==> src/hw/rtl/pcd_pkg.sv <==
// ----------------------------------------------------------------------------
// pcd_pkg: shared types for the priority call dispatcher
// Command codes, field widths and the queue entry layout.
// ----------------------------------------------------------------------------
package pcd_pkg;

  localparam int unsigned ID_W    = 16;
  localparam int unsigned TICKS_W = 16;
  localparam int unsigned CLASS_W = 2;

  typedef enum logic {
    CMD_ARRIVE = 1'b0,
    CMD_TICK   = 1'b1
  } cmd_e;

  // one queued request: id in the upper half, service length in the lower
  typedef struct packed {
    logic [ID_W-1:0]    id;
    logic [TICKS_W-1:0] ticks;
  } entry_t;

  typedef struct packed {
    cmd_e               command;
    logic [CLASS_W-1:0] request_class;
    logic [ID_W-1:0]    request_id;
    logic [TICKS_W-1:0] service_ticks;
  } item_t;

endpackage

==> src/hw/rtl/pcd_req_if.sv <==
// ----------------------------------------------------------------------------
// pcd_req_if: request channel of the priority call dispatcher
// Carries arrivals and tick commands with a valid/ready handshake.
// ----------------------------------------------------------------------------
interface pcd_req_if;
  import pcd_pkg::*;

  logic               valid;
  logic               ready;
  cmd_e               command;
  logic [CLASS_W-1:0] request_class;
  logic [ID_W-1:0]    request_id;
  logic [TICKS_W-1:0] service_ticks;

  modport source (
    output valid, command, request_class, request_id, service_ticks,
    input  ready
  );

  modport sink (
    input  valid, command, request_class, request_id, service_ticks,
    output ready
  );

endinterface

==> src/hw/rtl/pcd_res_if.sv <==
// ----------------------------------------------------------------------------
// pcd_res_if: result channel of the priority call dispatcher
// One word per accepted request word, valid/ready handshake.
// ----------------------------------------------------------------------------
interface pcd_res_if;
  import pcd_pkg::*;

  logic               valid;
  logic               ready;
  logic               answered;
  logic [ID_W-1:0]    answered_id;
  logic [CLASS_W-1:0] answered_class;
  logic               all_idle;
  logic               arrival_dropped;

  modport source (
    output valid, answered, answered_id, answered_class, all_idle, arrival_dropped,
    input  ready
  );

  modport sink (
    input  valid, answered, answered_id, answered_class, all_idle, arrival_dropped,
    output ready
  );

endinterface

==> src/hw/rtl/priority_call_dispatcher.sv <==
// ----------------------------------------------------------------------------
// priority_call_dispatcher: strict-priority, non-preemptive call server
// Per-class FIFOs in one RAM and a head register per class.
// ----------------------------------------------------------------------------
// Usage:
//   req_i takes one word per cycle while ready is high: an arrival (command
//   CMD_ARRIVE) queues request_id/service_ticks in its class FIFO, or is
//   dropped if its class is out of range or that FIFO is full, and a tick
//   (CMD_TICK) runs one time step. Every request word gives exactly one word
//   on res_o. A word is held in the input register; the dispatch decision and
//   all queue pointer updates happen as it moves to the result register. One
//   word per cycle passes while res_o is not stalled, set by the single pass
//   through the class pick and the FIFO pointers; the queue RAM has one write
//   and one read port and a head register per class, refilled through the RAM
//   read register after a dispatch. Reset empties every FIFO and frees the
//   server at once; the RAM itself is not cleared and needs no clearing pass.
//   If res_o is stalled the result is held, one more word is taken into the
//   input register, and ready then drops until the result is taken.
// ----------------------------------------------------------------------------
module priority_call_dispatcher #(
  parameter int unsigned QUEUE_DEPTH = 16,
  parameter int unsigned NUM_CLASSES = 4
) (
  input  logic clk_i,
  input  logic rst_ni,
  pcd_req_if.sink   req_i,
  pcd_res_if.source res_o
);
  import pcd_pkg::*;

  localparam int unsigned SLOT_W    = $clog2(QUEUE_DEPTH);
  localparam int unsigned CNT_W     = $clog2(QUEUE_DEPTH + 1);
  localparam int unsigned CSEL_W    = $clog2(NUM_CLASSES);
  localparam int unsigned ADDR_W    = CSEL_W + SLOT_W;
  localparam int unsigned MEM_DEPTH = 2 ** ADDR_W;
  localparam logic [SLOT_W-1:0] LAST_SLOT = SLOT_W'(QUEUE_DEPTH - 1);
  localparam logic [CNT_W-1:0]  FULL_CNT  = CNT_W'(QUEUE_DEPTH);
  localparam logic [CNT_W-1:0]  ONE_CNT   = CNT_W'(1);

  function automatic logic [SLOT_W-1:0] next_slot(input logic [SLOT_W-1:0] p);
    return (p == LAST_SLOT) ? '0 : p + 1'b1;
  endfunction

  // input register
  logic  s1_valid_q;
  item_t s1_item_q;
  logic  advance;

  // queue state
  logic [SLOT_W-1:0]  head_q  [NUM_CLASSES];
  logic [SLOT_W-1:0]  head_d  [NUM_CLASSES];
  logic [SLOT_W-1:0]  tail_q  [NUM_CLASSES];
  logic [SLOT_W-1:0]  tail_d  [NUM_CLASSES];
  logic [CNT_W-1:0]   count_q [NUM_CLASSES];
  logic [CNT_W-1:0]   count_d [NUM_CLASSES];
  logic [TICKS_W-1:0] busy_q, busy_d;

  // head-of-queue registers
  entry_t                 front_q   [NUM_CLASSES];
  entry_t                 front_eff [NUM_CLASSES];
  logic [NUM_CLASSES-1:0] front_load;

  // queue RAM
  entry_t              store_q [MEM_DEPTH];
  entry_t              rdata_q;
  logic                mem_we, mem_re;
  logic [ADDR_W-1:0]   mem_waddr, mem_raddr;
  entry_t              mem_wdata;
  logic                refill_q, refill_d;
  logic [CSEL_W-1:0]   refill_cls_q, refill_cls_d;

  // result register
  logic               res_valid_q;
  logic               answered_q, answered_d;
  logic [ID_W-1:0]    ans_id_q, ans_id_d;
  logic [CLASS_W-1:0] ans_cls_q, ans_cls_d;
  logic               idle_q, idle_d;
  logic               dropped_q, dropped_d;

  // dispatch helpers
  logic              class_ok;
  logic [CSEL_W-1:0] arr_cls;
  logic              found;
  logic [CSEL_W-1:0] pick;
  entry_t            pick_entry;

  assign advance     = s1_valid_q && (!res_valid_q || res_o.ready);
  assign req_i.ready = !s1_valid_q || advance;

  assign res_o.valid           = res_valid_q;
  assign res_o.answered        = answered_q;
  assign res_o.answered_id     = ans_id_q;
  assign res_o.answered_class  = ans_cls_q;
  assign res_o.all_idle        = idle_q;
  assign res_o.arrival_dropped = dropped_q;

  assign arr_cls  = CSEL_W'(s1_item_q.request_class);
  assign class_ok = 32'(s1_item_q.request_class) < NUM_CLASSES;

  // a head refilled from the RAM last cycle is taken straight from read data
  always_comb begin
    for (int c = 0; c < NUM_CLASSES; c++) begin
      front_eff[c] = (refill_q && refill_cls_q == CSEL_W'(c)) ? rdata_q : front_q[c];
    end
  end

  always_comb begin
    for (int c = 0; c < NUM_CLASSES; c++) begin
      head_d[c]  = head_q[c];
      tail_d[c]  = tail_q[c];
      count_d[c] = count_q[c];
    end
    busy_d       = busy_q;
    mem_we       = 1'b0;
    mem_waddr    = {arr_cls, tail_q[arr_cls]};
    mem_wdata    = '{id: s1_item_q.request_id, ticks: s1_item_q.service_ticks};
    mem_re       = 1'b0;
    mem_raddr    = '0;
    refill_d     = 1'b0;
    refill_cls_d = refill_cls_q;
    front_load   = '0;
    answered_d   = 1'b0;
    ans_id_d     = '0;
    ans_cls_d    = '0;
    idle_d       = 1'b0;
    dropped_d    = 1'b0;
    found        = 1'b0;
    pick         = '0;

    for (int c = 0; c < NUM_CLASSES; c++) begin
      if (!found && count_q[c] != '0) begin
        found = 1'b1;
        pick  = CSEL_W'(c);
      end
    end
    pick_entry = front_eff[pick];

    if (advance) begin
      if (s1_item_q.command == CMD_ARRIVE) begin
        if (!class_ok || count_q[arr_cls] == FULL_CNT) begin
          dropped_d = 1'b1;
        end else begin
          mem_we           = 1'b1;
          tail_d[arr_cls]  = next_slot(tail_q[arr_cls]);
          count_d[arr_cls] = count_q[arr_cls] + 1'b1;
          if (count_q[arr_cls] == '0) begin
            front_load[arr_cls] = 1'b1;
          end
        end
      end else if (busy_q != '0) begin
        busy_d = busy_q - 1'b1;
      end else if (found) begin
        answered_d    = 1'b1;
        ans_id_d      = pick_entry.id;
        ans_cls_d     = CLASS_W'(pick);
        head_d[pick]  = next_slot(head_q[pick]);
        count_d[pick] = count_q[pick] - 1'b1;
        busy_d        = (pick_entry.ticks != '0) ? pick_entry.ticks - 1'b1 : '0;
        // next in line lives in the RAM; fetch it into the head register
        if (count_q[pick] > ONE_CNT) begin
          mem_re       = 1'b1;
          mem_raddr    = {pick, next_slot(head_q[pick])};
          refill_d     = 1'b1;
          refill_cls_d = pick;
        end
      end else begin
        idle_d = 1'b1;
      end
    end
  end

  always_ff @(posedge clk_i or negedge rst_ni) begin
    if (!rst_ni) begin
      s1_valid_q   <= 1'b0;
      res_valid_q  <= 1'b0;
      busy_q       <= '0;
      refill_q     <= 1'b0;
      refill_cls_q <= '0;
      for (int c = 0; c < NUM_CLASSES; c++) begin
        head_q[c]  <= '0;
        tail_q[c]  <= '0;
        count_q[c] <= '0;
      end
    end else begin
      if (req_i.valid && req_i.ready) begin
        s1_valid_q <= 1'b1;
      end else if (advance) begin
        s1_valid_q <= 1'b0;
      end
      if (advance) begin
        res_valid_q <= 1'b1;
      end else if (res_o.ready) begin
        res_valid_q <= 1'b0;
      end
      busy_q       <= busy_d;
      refill_q     <= refill_d;
      refill_cls_q <= refill_cls_d;
      for (int c = 0; c < NUM_CLASSES; c++) begin
        head_q[c]  <= head_d[c];
        tail_q[c]  <= tail_d[c];
        count_q[c] <= count_d[c];
      end
    end
  end

  always_ff @(posedge clk_i) begin
    if (req_i.valid && req_i.ready) begin
      s1_item_q <= '{command:       req_i.command,
                     request_class: req_i.request_class,
                     request_id:    req_i.request_id,
                     service_ticks: req_i.service_ticks};
    end
    if (advance) begin
      answered_q <= answered_d;
      ans_id_q   <= ans_id_d;
      ans_cls_q  <= ans_cls_d;
      idle_q     <= idle_d;
      dropped_q  <= dropped_d;
    end
    for (int c = 0; c < NUM_CLASSES; c++) begin
      if (front_load[c]) begin
        front_q[c] <= mem_wdata;
      end else if (refill_q && refill_cls_q == CSEL_W'(c)) begin
        front_q[c] <= rdata_q;
      end
    end
  end

  always_ff @(posedge clk_i) begin
    if (mem_we) begin
      store_q[mem_waddr] <= mem_wdata;
    end
    if (mem_re) begin
      rdata_q <= store_q[mem_raddr];
    end
  end

  // --------------------------------------------------------------------------
  // assertions
  // --------------------------------------------------------------------------
  a_result_exclusive: assert property (@(posedge clk_i) disable iff (!rst_ni)
    res_valid_q |-> !(answered_q && idle_q) && !(dropped_q && (answered_q || idle_q)))
    else $error("result word flags not mutually exclusive");

  a_refill_nonempty: assert property (@(posedge clk_i) disable iff (!rst_ni)
    refill_q |-> count_q[refill_cls_q] != '0)
    else $error("head refill for an empty class");

  a_busy_countdown: assert property (@(posedge clk_i) disable iff (!rst_ni)
    advance && s1_item_q.command == CMD_TICK && busy_q != '0
      |=> busy_q == $past(busy_q) - 1'b1)
    else $error("busy counter did not step down on a busy tick");

  a_ram_one_port_op: assert property (@(posedge clk_i) disable iff (!rst_ni)
    !(mem_we && mem_re))
    else $error("queue RAM written and read in the same cycle");

  for (genvar g = 0; g < NUM_CLASSES; g++) begin : g_cnt_chk
    a_count_bound: assert property (@(posedge clk_i) disable iff (!rst_ni)
      count_q[g] <= FULL_CNT)
      else $error("class queue count above depth");
  end

endmodule
==> src/flat_wrapper.sv <==
// flat-port wrapper written by rule: the top's interface ports become plain ports
module priority_call_dispatcher_flat import pcd_pkg::*;
#(
  parameter int unsigned QUEUE_DEPTH = 16,
  parameter int unsigned NUM_CLASSES = 4
)
  (clk_i, rst_ni, req_i_valid, req_i_command, req_i_request_class, req_i_request_id, req_i_service_ticks, req_i_ready, res_o_valid, res_o_answered, res_o_answered_id, res_o_answered_class, res_o_all_idle, res_o_arrival_dropped, res_o_ready);
  pcd_req_if req_i_i ();
  pcd_res_if res_o_i ();
  input  logic clk_i;
  input  logic rst_ni;
  input wire logic [$bits(req_i_i.valid)-1:0] req_i_valid;
  input wire logic [$bits(req_i_i.command)-1:0] req_i_command;
  input wire logic [$bits(req_i_i.request_class)-1:0] req_i_request_class;
  input wire logic [$bits(req_i_i.request_id)-1:0] req_i_request_id;
  input wire logic [$bits(req_i_i.service_ticks)-1:0] req_i_service_ticks;
  output wire logic [$bits(req_i_i.ready)-1:0] req_i_ready;
  output wire logic [$bits(res_o_i.valid)-1:0] res_o_valid;
  output wire logic [$bits(res_o_i.answered)-1:0] res_o_answered;
  output wire logic [$bits(res_o_i.answered_id)-1:0] res_o_answered_id;
  output wire logic [$bits(res_o_i.answered_class)-1:0] res_o_answered_class;
  output wire logic [$bits(res_o_i.all_idle)-1:0] res_o_all_idle;
  output wire logic [$bits(res_o_i.arrival_dropped)-1:0] res_o_arrival_dropped;
  input wire logic [$bits(res_o_i.ready)-1:0] res_o_ready;
  assign req_i_i.valid = req_i_valid;
  assign req_i_i.command = req_i_command;
  assign req_i_i.request_class = req_i_request_class;
  assign req_i_i.request_id = req_i_request_id;
  assign req_i_i.service_ticks = req_i_service_ticks;
  assign req_i_ready = req_i_i.ready;
  assign res_o_valid = res_o_i.valid;
  assign res_o_answered = res_o_i.answered;
  assign res_o_answered_id = res_o_i.answered_id;
  assign res_o_answered_class = res_o_i.answered_class;
  assign res_o_all_idle = res_o_i.all_idle;
  assign res_o_arrival_dropped = res_o_i.arrival_dropped;
  assign res_o_i.ready = res_o_ready;
  priority_call_dispatcher #(.QUEUE_DEPTH(QUEUE_DEPTH), .NUM_CLASSES(NUM_CLASSES)) u_core (.clk_i(clk_i), .rst_ni(rst_ni), .req_i(req_i_i), .res_o(res_o_i));
endmodule
==> config.mk <==
export PLATFORM = sky130hd
export DESIGN_NAME = priority_call_dispatcher_flat
export DESIGN_NICKNAME = d
export VERILOG_FILES = /design/src/hw/rtl/pcd_pkg.sv /design/src/hw/rtl/pcd_req_if.sv /design/src/hw/rtl/pcd_res_if.sv /design/src/hw/rtl/priority_call_dispatcher.sv /design/src/flat_wrapper.sv
export SDC_FILE = /design/constraint.sdc
export NUM_CORES = 2
export LEC_CHECK = 0
export BUFFER_PORTS_ARGS = -buffer_cell sky130_fd_sc_hd__buf_2
export CAP_MARGIN = 10
export CORE_MARGIN = 1
export CORE_UTILIZATION = 30
export DETAILED_ROUTE_END_ITERATION = 8
export GPL_TIMING_DRIVEN = 0
export PLACE_DENSITY = 0.5
export SLEW_MARGIN = 40
export SYNTH_ARGS = -nofsm -noshare
export SYNTH_HDL_FRONTEND = slang
export SYNTH_SLANG_ARGS = --single-unit
==> constraint.sdc <==
create_clock -name clk_i -period 5.6 [get_ports clk_i]
set_input_delay 0.56 -clock clk_i [delete_from_list [all_inputs] [get_ports clk_i]]
set_output_delay 0.56 -clock clk_i [all_outputs]
set_load 0.02 [all_outputs]
==> flow_summary.ini <==
[status]
status = finished, violations left
failed_checks = setup timing

[cells_and_area]
layout.nets = 7247
fill_cells = 29778
final_cell_mix = edfxtp_1, nand2_1, nand3_1
syn_to_final_growth_pct = 23.38
layout_commonest_cell = edfxtp_1
drive_above_1_share = 0.2248
instances_no_fill = 11567

[power_and_ir_drop]
power_mw = 46.90
leakagePower_nw = 39.88
peakVddDrop_mv = 0.3319
power_density_nw_per_um2 = 398.7

[route]
ant_nets = 0
dr.pass1.iters = 8
drc = 0
avgRoutedWirePerCell_um = 32.79
viasPerCell = 5.595
drt_iter0_markers = 9476
route.vias.total = 64717
wirelength_um = 379300

[yosys]
ys_top_cells_by_area = edfxtp_1, nand2_1, mux2i_1
ys_seq_area_frac = 0.7323
syn-num-nets = 6522
synthArstFlopShare = 0.03124
synth-edff-count = 2264
netlist_instances = 6475
yosys.area.top_type_share = 0.7131
synth_cell_types = 90
yosysWarnings = 0
yosys_register_bits = 2337
synth_top_cell_by_area = edfxtp_1
synth.avg_cell_area_um2 = 14.72
ys.flop_type = edfxtp_1
synthesis.area_um2 = 95340

[die]
dieArea_um2 = 320100
start_util = 0.3022
dieHeight_um = 565.7
die_w_um = 565.7
ios = 62
core_um2 = 315500
rows = 206

[cts]
cts-htree-levels = 4
cts.sinks = 2337
cts_buffers = 245
clk_latency_ns = 0.94
path_clk_slew_ns = 0.06
clock-root-buffer = clkbuf_16
cts_tree = done
clockBufferDepth = 4

[placement]
port_buffers = 61
placed_cells = 11044
post-place-ws_ns = -2.610
place_congestion = 0.9620
hpwl_um = 279000

[global_route]
grtUsageMet1 = 0.3264
grt_util_met3 = 0.05207
grt-ovfl-total = 0
grt_pass1_wl_um = 512800
grt_max_degree = 46
grt_use_met2 = 0.3430
antenna_found_initial = 36
grt_pass1_vias = 61015
top_usage_layer = met2
track_usage = 0.2317

[timing]
timing.hold.ws_ns = 0.1494
min_period_ns = 5.679
clock_skew_ns = 0.1125
max_freq_ghz = 0.1761
setup_violations = 9
max_slew_margin = 0.4010
hold_violations = 0
setup_ws_ns = -0.07898
grt_setup_unrepaired = yes
report.final.slew_viol_count = 0
setup_tns_ns = -0.2498
fin_crit_sh = 1.014
worst_slew_pin_slew_ns = 0.8905

[setup_path]
critPathMaxStageDelay_ns = 0.72
critPathTopFamily = compound AO/OA/AOI/OAI gates
crit_buf_inv = 6
cp-start-kind = flip-flop
cp.required_ns = 6.14
worst-setup-path-type = flip-flop to flip-flop
critical_path.max_fanout = 10
worstPathArrival_ns = 6.22
endpoint_kind = flip-flop
path_cells = or4_1 -> buf_2 -> nor4_4 -> a21oi_4 -> o221a_4 -> inv_2 -> ha_4 -> inv_1 -> nand4_1 -> buf_12 -> nand2_4 -> o211ai_1 -> buf_4 -> buf_4 -> a21oi_1 -> a21boi_0 -> or4_1 -> o31ai_2
crit_slowest_cell = a21boi_0

[min_path]
hold_path_class = input pin to asynchronous set/reset pin

[run]
cap_violations = 0
[sequential cells by signal, indices dropped and copies added (netlist names)]
| name | count |
|---|---|
| u_core.s1_item_q | 1 |
| u_core.tail_q | 16 |
| u_core.front_q | 128 |
| u_core.res_o.answered | 1 |
| u_core.refill_q | 1 |
| u_core.rdata_q | 32 |
| u_core.res_o.answered_id | 16 |
| u_core.arr_cls | 2 |
| u_core.busy_q | 16 |
| u_core.mem_wdata | 32 |
| u_core.res_o.answered_class | 2 |
| u_core.head_q | 16 |
| u_core.res_o.all_idle | 1 |
| u_core.store_q | 2048 |
| u_core.res_o.arrival_dropped | 1 |
| u_core.res_o.valid | 1 |
| u_core.count_q | 20 |
| u_core.s1_valid_q | 1 |
| u_core.refill_cls_q | 2 |
[routing by layer]
layer | share of wire | vias up
li1 | - | 26900
met1 | 0.42 | 33386
met2 | 0.43 | 3716
met3 | 0.11 | 695
met4 | 0.050 | 20
met5 | 0.00039 | -
[cells in the mapped netlist, types with 28 or more instances]
master    instances
edfxtp_1       2264
mux2_1           32
a211oi_1         81
nand4_1          52
a21oi_1         145
o21ai_0         160
dfrtp_1          73
mux2_2          241
nand2_1         879
o21ai_1          48
a22o_1           29
a311oi_1         29
inv_1            54
buf_1            45
o221ai_1         95
nand3_1         381
a22oi_1          29
o211ai_1        117
and3_1           91
clkbuf_1        227
buf_2           146
o21a_1           28
a31oi_1         127
nor3_1          103
nor2_1          161
o22ai_1         164
mux2i_1         302
[kinds of logic (layout without fill, tap and decap cells)]
family,Yosys count,after routing,share of synthesized area
multiplexers,583,583,0.06584
AND/OR/NAND/NOR,1755,1755,0.08262
adder cells (fa/ha/maj),8,8,0.001050
XOR/XNOR,21,21,0.001929
AO/OA/AOI/OAI,1273,1273,0.09388
buffers and inverters,498,1421,0.02243
other,0,9,0
flip-flops,2337,2337,0.7323
[what timing repair did]
| action | in CTS | in global routing |
|---|---|---|
| endpoints found under the hold margin | 110 | 0 |
| pin swaps | 38 | 31 |
| hold buffers | 39 | 0 |
| setup buffers | 26 | 10 |
| setup endpoints to repair | 41 | 36 |
| gates resized for setup | 389 | 116 |
[worst paths after layout]
| kind | startpoint | end | slack (ns) | depth (start not counted) |
|---|---|---|---|---|
| hold reg to reg | u_core.head_q[2] | u_core.head_q[2] | 0.48 | 2 |
| setup / recovery | u_core.count_q[7] | u_core.rdata_q[17] | -0.08 | 18 |
| hold / removal | rst_ni | u_core.count_q[14] | 0.15 | 2 |
| min in group clk_i | req_i_request_id[13] | u_core.mem_wdata[29] | 0.32 | 2 |
| setup reg to reg | u_core.count_q[7] | u_core.rdata_q[17] | -0.08 | 18 |
| max in group asynchronous | rst_ni | u_core.refill_q | 4.88 | 3 |
[layout make-up]
type,instances,area [µm²],share of cell area
Sequential cell,2337,69810,0.5935
Multi-Input combinational cell,3640,25380,0.2157
Clock buffer,311,6534,0.05555
Timing Repair Buffer,484,6490,0.05518
Tap cell,4160,5205,0.04425
Buffer,435,2689,0.02286
Clock inverter,134,1267,0.01078
Inverter,57,224.0,0.001904
Antenna cell,9,22.52,0.0001915
[per-stage QoR]
step             util  area, µm²
3_3_place_gp   0.3197     100800
4_1_cts        0.3711     117100
2_1_floorplan       -      95340
3_5_place_dp   0.3397     107200
5_1_grt        0.3728     117600
6_report       0.3728     117600
[report_power, final]
group,internal (mW),switching [mW],total (mW)
combinational,3.19,7.68,10.9
clock,9.21,7.02,16.2
sequential,19.5,0.256,19.8
Power figures use the tool's default switching activity.
